File: src/rtl/sliding_window_average_filter_defines.svh
// ---------------------------------------------------------------------------
// Sliding window average filter: assertion macros
// Shared property wrappers. Each expects clk and arst_n in scope.
// ---------------------------------------------------------------------------
`ifndef SLIDING_WINDOW_AVERAGE_FILTER_DEFINES_SVH
`define SLIDING_WINDOW_AVERAGE_FILTER_DEFINES_SVH

// consequent checked in the same cycle as the antecedent
`define SWAF_ASSERT_NOW(lbl, ante, cons, msg) \
	lbl: assert property (@(posedge clk) disable iff (!arst_n) (ante) |-> (cons)) \
		else $error(msg);

// consequent checked in the cycle after the antecedent
`define SWAF_ASSERT_NEXT(lbl, ante, cons, msg) \
	lbl: assert property (@(posedge clk) disable iff (!arst_n) (ante) |=> (cons)) \
		else $error(msg);

`endif

File: src/rtl/swaf_pkg.sv
// ---------------------------------------------------------------------------
// Sliding window average filter package
// Types and fixed constants shared by the filter modules.
// ---------------------------------------------------------------------------
`default_nettype none

package swaf_pkg;

	localparam int SAMPLE_W   = 8;
	localparam int CHANNEL_W  = 8;
	localparam int SAMPLE_MAX = 255;

	typedef logic [SAMPLE_W-1:0]  sample_t;
	typedef logic [CHANNEL_W-1:0] channel_t;

	// channel assumed before the first transfer
	localparam channel_t LAST_CHANNEL_RESET = 8'd200;

	typedef enum logic {
		MODE_PLAIN    = 1'b0,
		MODE_WEIGHTED = 1'b1
	} mode_t;

endpackage

`default_nettype wire

File: src/rtl/sliding_window_average_filter.sv
// ---------------------------------------------------------------------------
// Sliding window average filter
// Moving average over the last TAPS samples of one channel, plain or
// weighted; a change of channel refills the window with the new sample.
// ---------------------------------------------------------------------------
//  channel   signals                                  direction
//  sample    sample_valid, sample_stall, sample,      in
//            channel
//  result    result_valid, result_stall, filtered     out
//  config    cfg_wr_en, cfg_wr_data (mode)            in
//
//  One transfer per cycle sustained unless a stalled result fills the pipeline;
//  each result is presented after its sample transfer passes the sum register,
//  then the divider register (the window register loads on the transfer itself,
//  so back-to-back samples chain). Reset clears the window, sets the last
//  channel to 200 and selects the plain mean. A stalled result is held; up to
//  three items stay in flight before sample_stall rises.
// ---------------------------------------------------------------------------
`default_nettype none
`include "sliding_window_average_filter_defines.svh"

module sliding_window_average_filter #(
	parameter int TAPS = 5
) (
	input  wire logic               clk,
	input  wire logic               arst_n,
	input  wire logic               cfg_wr_en,
	input  wire logic               cfg_wr_data,
	input  wire logic               sample_valid,
	output logic                    sample_stall,
	input  wire swaf_pkg::sample_t  sample,
	input  wire swaf_pkg::channel_t channel,
	output logic                    result_valid,
	input  wire logic               result_stall,
	output swaf_pkg::sample_t       filtered
);

	localparam int WSUM  = TAPS * (TAPS + 1) / 2;
	localparam int SUM_W = $clog2(swaf_pkg::SAMPLE_MAX * WSUM + 1);

	swaf_pkg::mode_t   mode_q;
	swaf_pkg::mode_t   mode_s2;
	swaf_pkg::sample_t window_q [TAPS];
	logic [SUM_W-1:0]  sum_s2;
	logic              valid_s1;
	logic              valid_s2;
	logic              out_valid_q;
	logic              ld_s2;
	logic              ld_out;
	logic              accept;

	// mode register
	always_ff @(posedge clk or negedge arst_n) begin
		if (!arst_n) begin
			mode_q <= swaf_pkg::MODE_PLAIN;
		end else if (cfg_wr_en) begin
			mode_q <= swaf_pkg::mode_t'(cfg_wr_data);
		end
	end

	// pipeline advance: a stage loads when it is empty or its contents move on
	assign ld_out       = !out_valid_q || !result_stall;
	assign ld_s2        = !valid_s2 || ld_out;
	assign sample_stall = valid_s1 && !ld_s2;
	assign accept       = sample_valid && !sample_stall;
	assign result_valid = out_valid_q;

	always_ff @(posedge clk or negedge arst_n) begin
		if (!arst_n) begin
			valid_s1    <= 1'b0;
			valid_s2    <= 1'b0;
			out_valid_q <= 1'b0;
		end else begin
			if (!valid_s1 || ld_s2) begin
				valid_s1 <= accept;
			end
			if (ld_s2) begin
				valid_s2 <= valid_s1;
			end
			if (ld_out) begin
				out_valid_q <= valid_s2;
			end
		end
	end

	swaf_window #(
		.TAPS(TAPS)
	) u_window (
		.clk      (clk),
		.arst_n   (arst_n),
		.load     (accept),
		.sample   (sample),
		.channel  (channel),
		.window_q (window_q)
	);

	swaf_sum #(
		.TAPS(TAPS)
	) u_sum (
		.clk     (clk),
		.load    (ld_s2 && valid_s1),
		.mode    (mode_q),
		.window  (window_q),
		.sum_s2  (sum_s2),
		.mode_s2 (mode_s2)
	);

	swaf_div #(
		.TAPS(TAPS)
	) u_div (
		.clk        (clk),
		.load       (ld_out && valid_s2),
		.sum        (sum_s2),
		.mode       (mode_s2),
		.filtered_q (filtered)
	);

	`SWAF_ASSERT_NOW(a_stall_full, sample_stall, valid_s1 && valid_s2 && out_valid_q && result_stall, "input stalled with a free stage")
	`SWAF_ASSERT_NEXT(a_result_src, !out_valid_q && !valid_s2, !out_valid_q, "result raised without a summed item")

endmodule

`default_nettype wire

File: src/rtl/swaf_window.sv
// ---------------------------------------------------------------------------
// Sample window
// Holds the window of recent samples and the last channel; refills the
// window on a channel change, otherwise shifts the new sample in at tap 0.
// ---------------------------------------------------------------------------
`default_nettype none
`include "sliding_window_average_filter_defines.svh"

module swaf_window #(
	parameter int TAPS = 5
) (
	input  wire logic              clk,
	input  wire logic              arst_n,
	input  wire logic              load,
	input  wire swaf_pkg::sample_t  sample,
	input  wire swaf_pkg::channel_t channel,
	output swaf_pkg::sample_t      window_q [TAPS]
);

	swaf_pkg::channel_t last_channel_q;
	logic               change;

	assign change = (channel != last_channel_q);

	// window and channel update on each accepted transfer
	always_ff @(posedge clk or negedge arst_n) begin
		if (!arst_n) begin
			for (int k = 0; k < TAPS; k++) begin
				window_q[k] <= '0;
			end
			last_channel_q <= swaf_pkg::LAST_CHANNEL_RESET;
		end else if (load) begin
			if (change) begin
				for (int k = 0; k < TAPS; k++) begin
					window_q[k] <= sample;
				end
				last_channel_q <= channel;
			end else begin
				for (int k = 1; k < TAPS; k++) begin
					window_q[k] <= window_q[k-1];
				end
				window_q[0] <= sample;
			end
		end
	end

	`SWAF_ASSERT_NEXT(a_refill, load && change, (window_q[0] == $past(sample)) && (window_q[TAPS-1] == $past(sample)), "window not refilled on channel change")
	`SWAF_ASSERT_NEXT(a_shift, load && !change, (window_q[1] == $past(window_q[0])) && (window_q[0] == $past(sample)), "window did not shift")

endmodule

`default_nettype wire

File: src/rtl/swaf_sum.sv
// ---------------------------------------------------------------------------
// Window sum stage
// Forms the plain or the weighted sum of the window and registers it with
// the mode that selects the divisor.
// ---------------------------------------------------------------------------
`default_nettype none

module swaf_sum #(
	parameter int TAPS = 5
) (
	input  wire logic             clk,
	input  wire logic             load,
	input  wire swaf_pkg::mode_t  mode,
	input  wire swaf_pkg::sample_t window [TAPS],
	output logic [$clog2(swaf_pkg::SAMPLE_MAX*(TAPS*(TAPS+1)/2)+1)-1:0] sum_s2,
	output swaf_pkg::mode_t       mode_s2
);

	localparam int WSUM  = TAPS * (TAPS + 1) / 2;
	localparam int SUM_W = $clog2(swaf_pkg::SAMPLE_MAX * WSUM + 1);

	logic [SUM_W-1:0] plain_sum;
	logic [SUM_W-1:0] weighted_sum;
	logic [SUM_W-1:0] sum;

	// plain sum and weighted sum, weight k+1 on tap k (tap 0 newest)
	always_comb begin
		plain_sum    = '0;
		weighted_sum = '0;
		for (int k = 0; k < TAPS; k++) begin
			plain_sum    = plain_sum + SUM_W'(window[k]);
			weighted_sum = weighted_sum + SUM_W'(window[k]) * SUM_W'(k + 1);
		end
		unique case (mode)
			swaf_pkg::MODE_PLAIN:    sum = plain_sum;
			swaf_pkg::MODE_WEIGHTED: sum = weighted_sum;
			default:                 sum = plain_sum;
		endcase
	end

	// stage register
	always_ff @(posedge clk) begin
		if (load) begin
			sum_s2  <= sum;
			mode_s2 <= mode;
		end
	end

endmodule

`default_nettype wire

File: src/rtl/swaf_div.sv
// ---------------------------------------------------------------------------
// Constant divider stage
// Divides the window sum by the tap count or by the weight total with a
// reciprocal multiply, and registers the filtered value.
// ---------------------------------------------------------------------------
`default_nettype none

module swaf_div #(
	parameter int TAPS = 5
) (
	input  wire logic             clk,
	input  wire logic             load,
	input  wire logic [$clog2(swaf_pkg::SAMPLE_MAX*(TAPS*(TAPS+1)/2)+1)-1:0] sum,
	input  wire swaf_pkg::mode_t  mode,
	output swaf_pkg::sample_t     filtered_q
);

	localparam int WSUM  = TAPS * (TAPS + 1) / 2;
	localparam int SUM_W = $clog2(swaf_pkg::SAMPLE_MAX * WSUM + 1);
	// shift of sum width plus divisor bits keeps the quotient exact
	localparam int SHIFT = SUM_W + $clog2(WSUM);
	localparam int PROD_W = SUM_W + SHIFT;
	localparam logic [SHIFT-1:0] RECIP_PLAIN    = SHIFT'(((2 ** SHIFT) + TAPS - 1) / TAPS);
	localparam logic [SHIFT-1:0] RECIP_WEIGHTED = SHIFT'(((2 ** SHIFT) + WSUM - 1) / WSUM);

	logic [SHIFT-1:0]  recip;
	logic [PROD_W-1:0] prod;

	// reciprocal select and multiply
	always_comb begin
		unique case (mode)
			swaf_pkg::MODE_PLAIN:    recip = RECIP_PLAIN;
			swaf_pkg::MODE_WEIGHTED: recip = RECIP_WEIGHTED;
			default:                 recip = RECIP_PLAIN;
		endcase
		prod = PROD_W'(sum) * PROD_W'(recip);
	end

	// result register; a mean of 8-bit samples always fits 8 bits
	always_ff @(posedge clk) begin
		if (load) begin
			filtered_q <= prod[SHIFT +: swaf_pkg::SAMPLE_W];
		end
	end

endmodule

`default_nettype wire
File: config.mk
export PLATFORM = sky130hd
export DESIGN_NAME = sliding_window_average_filter
export DESIGN_NICKNAME = d
export VERILOG_FILES = /design/src/rtl/swaf_pkg.sv /design/src/rtl/sliding_window_average_filter.sv /design/src/rtl/swaf_window.sv /design/src/rtl/swaf_sum.sv /design/src/rtl/swaf_div.sv
export VERILOG_INCLUDE_DIRS = /design/src /design/src/rtl
export SDC_FILE = /design/constraint.sdc
export NUM_CORES = 1
export LEC_CHECK = 0
export ABC_AREA = 0
export BUFFER_PORTS_ARGS = -buffer_cell sky130_fd_sc_hd__buf_4
export CORE_ASPECT_RATIO = 0.5
export CORE_UTILIZATION = 43
export CTS_BUF_LIST = sky130_fd_sc_hd__clkbuf_4 sky130_fd_sc_hd__clkbuf_8
export DETAILED_ROUTE_END_ITERATION = 8
export SETUP_SLACK_MARGIN = 0.05
export SLEW_MARGIN = 5
export SYNTH_ARGS = -nofsm -noshare
export SYNTH_HDL_FRONTEND = slang
export SYNTH_SLANG_ARGS = --single-unit
File: constraint.sdc
create_clock -name clk -period 15.9 [get_ports clk]
set_clock_uncertainty 0.15 [all_clocks]
set_input_delay 2.385 -clock clk [delete_from_list [all_inputs] [get_ports clk]]
set_output_delay 2.385 -clock clk [all_outputs]
set_load 0.01 [all_outputs]
== After elaboration in Yosys (flattened, before gate mapping) ==
Cells that the tools add are included.
Word-level totals
  register bits: 73
  input port bits: 22
  output and inout bits: 10
  logic and storage cells: 44
Cells by class
  add/subtract/negate cells: 8
  $mul: 3
  equality and inequality tests: 1
  mux-type cells: 3
  bitwise operators: 2
  reduce and logical (&&, ||, !) cells: 14
Operator list (count)
  $add A12 B8 Y12: 3
  $mux W32: 1
  $pmux W16 S2: 1
  $add A12 B10 Y12: 2
  $mul A12 B16 Y24: 1
  $pmux W12 S2: 1
  $add A12 B11 Y12: 1
  $mul A8 B3 Y11 const B: 1
  $add A8 B9 Y10: 1
  $mul A8 B2 Y10 const B: 1
  $add A8 B8 Y9: 1
  $ne A8 B8 Y1: 1
  $logic_not A1 Y1: 6
  $logic_and A1 B1 Y1: 4
  $logic_or A1 B1 Y1: 3
  $not A1 Y1: 2
  $reduce_and A2 Y1: 1

== Depth between registers and ports, before layout ==
  depth in word-level cells: 8
  depth in mapped cells: 23
  mapped depth without buffers: 23

== Modules after synthesis ==
A second synthesis with hierarchy kept.
Unflattened totals
  cells, all modules: 758
  area total of the unflattened synthesis: 8040.2 sq um
Modules (own cells, without submodules)
  swaf_sum: instances 1, cells an instance 300, area an instance 2991.6 sq um, sequential area each 390.4 sq um
  swaf_div: instances 1, cells an instance 292, area an instance 2815.2 sq um, sequential area each 240.2 sq um
  swaf_window: instances 1, cells an instance 152, area an instance 2065.7 sq um, sequential area each 1204.9 sq um
  sliding_window_average_filter: instances 1, cells an instance 14, area an instance 167.7 sq um, sequential area each 100.1 sq um

== Worst setup path after synthesis ==
Ideal clock, no wire load.
  path type: register -> register
  from: register u_window.window_q[24] (netlist name)
  to: register u_sum.sum_s2[10] (netlist name), data pin
  library setup time: 257 ps
  arrival time: 4805 ps
  data required time: 15493 ps
  path slack: 10688 ps
  cell stages (with the launch flop): 24
  period minus slack after synthesis: 5212 ps
  cell sequence: dfrtp_1 ha_1 inv_1 fa_1 nor2b_1 o21ai_0 a21boi_0 o21ai_0 a21boi_0 nor2_1 ha_1 inv_1 fa_1 inv_1 fa_1 inv_1 fa_1 inv_1 ha_1 o21a_1 a2111oi_0 nor3_1 xor2_1 o2bb2ai_1
Between the ends
  cells in the longest elaborated chain, start to end: 5
  elaborated cells between the ends (all ways): 9
  classes of those cells: add/sub (8); mux (1)
RTL lines
  start: declaration: line swaf_window.sv:17  | output swaf_pkg::sample_t window_q [TAPS]
  start signal: indexed assignment: line swaf_window.sv:35  | window_q[k] <= sample;
  start signal: indexed assignment: line swaf_window.sv:40  | window_q[k] <= window_q[k-1];
  $add A8 B9 Y10 or $add A8 B8 Y9 (tied branches): line swaf_sum.sv:32, swaf_sum.sv:31
  $add A12 B10 Y12 or $add A12 B8 Y12 (tied branches) (2 in a row): line swaf_sum.sv:32, swaf_sum.sv:31
  $add A12 B11 Y12 or $add A12 B8 Y12 (tied branches): line swaf_sum.sv:32, swaf_sum.sv:31
  $pmux W12 S2 (*): line swaf_sum.sv:34  | unique case (mode)
  via u_sum.sum[10]: line swaf_sum.sv:24  | logic [SUM_W-1:0] sum;
  end signal: assignment: line swaf_sum.sv:44  | sum_s2 <= sum;
  end: declaration: line swaf_sum.sv:15  | output logic [$clog2(swaf_pkg::SAMPLE_MAX*(TAPS*(TAPS+1)/2)+1)-1:0] sum_s2,
Mark *: on every way through the listed nets, which the timed path passes. The rest lies on a longest branch.
A chain may end at the register's enable or synchronous reset.

== Worst setup path in the final report ==
Same ends and word-level chain as after synthesis.

==> metrics.txt <==
status=complete, no violations; Gate Count Post-Synth=848; ant diodes=0; initial antenna violation count=0; CTS Hold Bufs=0; fmax=181 MHz; simple-gate share of the synthesized area=7.89%; largest family of logic cells by synthesized area=adder cells; Area contributors post-synth=fa_1 (23%), ha_1 (17%), dfrtp_1 (15%); first-pass GRT wire length=26500 um; Initial Util=44.3%; htree depth=3; area of the multi-input gates=5480 um^2; post-synthesis mux area share=2.81%; setup ws final=10.36 ns; Worst Setup SP=u_window.window_q[24]$_DFFE_PN0P_; final hold vios=0; worst-path maximum fanout=4; Max Cap Violations=0; prevailing post-synth register cell=dfrtp_1; port bufs=31; vias in the first global route=5617; Setup CP Type=register to register; largest net degree at the start of global routing=76; ys async rst share=71.2%; CTS Root Cell=clkbuf_8; cts repair resizes=0; CP Launch Type=register; Final Max Slew Viols=0; worst min-delay path category=register to register; # DRC=0; routability congestion estimate from global placement=0.870; nets=1112; area leader, netlist=fa_1; Worst-Margin Slew=0.705 ns; RSZ-0062 raised after global routing=no; critical path arrival=5.51 ns; drt wl/cell=13.0 um; count leader, synth=inv_1; Synth Area in Adders=40.4%; post-CTS setup buffer count=0; Die H=99.8 um; CTS tree=yes; Clk Latency, worst-skew pair=0.37 ns; Period Utilization, post-route=34.8%; clock sink count=73; sequential share of the synthesized area=23.5%; initial drt markers=187; Mapped Area=8230 um^2; Non-Filler Instances=1145; Compound-Gate Fraction of Synth Area=11.3%; Slew headroom=53.0%; Detailed Routing Iterations Pass 1=6; FF/Latch Area=1940 um^2; worst endpoint required time=15.87 ns; setup TNS=0 ns; Reg-to-Reg Start=u_window.window_q[24]$_DFFE_PN0P_; yosys warns=0; xor and xnor area share after synthesis=3.72%; post-synth top area share=23.1%; Vias/cell=4.74; Post-synth EDFFs=21; hpwl dp=12300 um; DP Worst Slack=10.33 ns; overall fraction of global-route tracks in use=17.1%; Detail Route Antenna Nets=0; die area=19700 um^2; Die W=198 um; Seq cells post-synth=73; Placed Instance Area=8750 um^2; Synth top cells by count=inv_1 (203), ha_1 (114), fa_1 (95); Core ar.=18600 um^2; I/O Pins=32; final setup violation count=0; Critical Path Sink Type=register; share of cells above drive strength 1=8.80%; syn avg cell area=9.71 um^2; CTS clk-pin slew, worst paths=0.09 ns; Rows=35; fin crit period=5.54 ns; cell count after placement=1129; via count=5430; GRT overflow=0; final instance area=8960 um^2; filler instances=1797; routed wire length=14800 um; FF-to-FF setup slack=10.36 ns; clk buf depth=2; Area growth syn-to-layout=8.82%; HP Start=valid_s1$_DFFE_PN0N_; number of CTS-inserted buffers=9; Unique masters post-synth=53
## cells in the final DEF (no fill, tap or decap), types with 2 or more instances in the layout
cell        n
a21o_1     13
o31ai_1     2
inv_1     203
nand2_1    19
nor2b_1    27
nand4_1     6
nand2b_1    6
o41ai_1     2
a31oi_1     2
nor2_1     50
and2_1      4
a21oi_1    87
buf_4      34
nor3_1      9
inv_6       3
a21boi_0    3
dfstp_2     3
o21ai_1     4
o21a_1      6
edfxtp_1   21
xnor2_1    26
dfrtp_1    49
clkbuf_8    9
o211ai_1    3
xor2_1      9
o21ai_0    17
mux2_2     16
fa_1       95
ha_1      114
conb_1      7
o21bai_1    2
o21a_2      2
nand3b_1    3
nand3_1     3
mux2i_1     4
## per-layer routing
layer | up-vias | GRT usage [%] | wire length [um]
met3 | 10 | 3.29 | 299
li1 | 2771 | - | -
met5 | - | 0 | 0
met1 | 2614 | 23.8 | 7850
met4 | 0 | 3.88 | 138
met2 | 35 | 27.8 | 6540
## logic make-up (layout without fill, tap and decap cells)
logic type      after synthesis  count (layout)
simple gates                133             133
buf+inv                     220             253
fa+ha+maj                   209             209
flops                        73              73
mux                          21              21
xor+xnor                     35              35
compound gates              155             155
other cells                   2               7
## final cells by class
type                    instances  share of cell area (%)
repair buffers                 34                    2.85
well taps                     259                    3.62
multi-input cells             560                    61.1
flip-flops and latches         73                    21.6
clock buffers                   9                    1.38
clock inverters                 7                   0.908
inverters                     203                    8.51
## sequential cells by signal, indices dropped and copies added, names as in the netlist
name                     flops
mode_q                       1
result_valid                 1
u_div.filtered_q             8
u_sum.mode_s2                1
u_sum.sum_s2                12
u_window.last_channel_q      8
u_window.window_q           40
valid_s1                     1
valid_s2                     1
## path summary, 6_finish.rpt
| kind | to | cells after the start |
|---|---|---|
| max in group asynchronous | mode_q$_DFFE_PN0P_ | 1 |
| worst max-delay path | u_sum.sum_s2[10]$_DFFE_PP_ | 23 |
| worst max register to register | u_sum.sum_s2[10]$_DFFE_PP_ | 23 |
| worst min register to register | valid_s2$_DFFE_PN0P_ | 1 |
| worst min-delay path | valid_s2$_DFFE_PN0P_ | 1 |
| min in group asynchronous | u_window.last_channel_q[4]$_DFFE_PN0P_ | 1 |
## worst max-delay path, cell delays in order (launching register included)
cell	delay (ns)
dfrtp_1	0.41
ha_1	0.19
inv_1	0.06
fa_1	0.40
nor2b_1	0.13
o21ai_0	0.11
a21boi_0	0.25
o21ai_0	0.14
a21boi_0	0.25
nor2_1	0.08
ha_1	0.27
inv_1	0.04
fa_1	0.47
inv_1	0.06
fa_1	0.53
inv_1	0.05
fa_1	0.49
inv_1	0.04
ha_1	0.31
o21a_1	0.12
a2111oi_0	0.38
nor3_1	0.11
xor2_1	0.16
o2bb2ai_1	0.12
## metrics by stage
step	utilization (%)	hold WS (ns)
2_1_floorplan	-	0.273
3_3_place_gp	47.1	0.312
3_5_place_dp	47.1	0.325
4_1_cts	48.2	0.358
5_1_grt	48.2	0.386
6_report	48.2	0.349
Power is left out: the tool's default activity adds up to more than one toggle a clock period on the data nets, which glitch-free logic cannot reach.
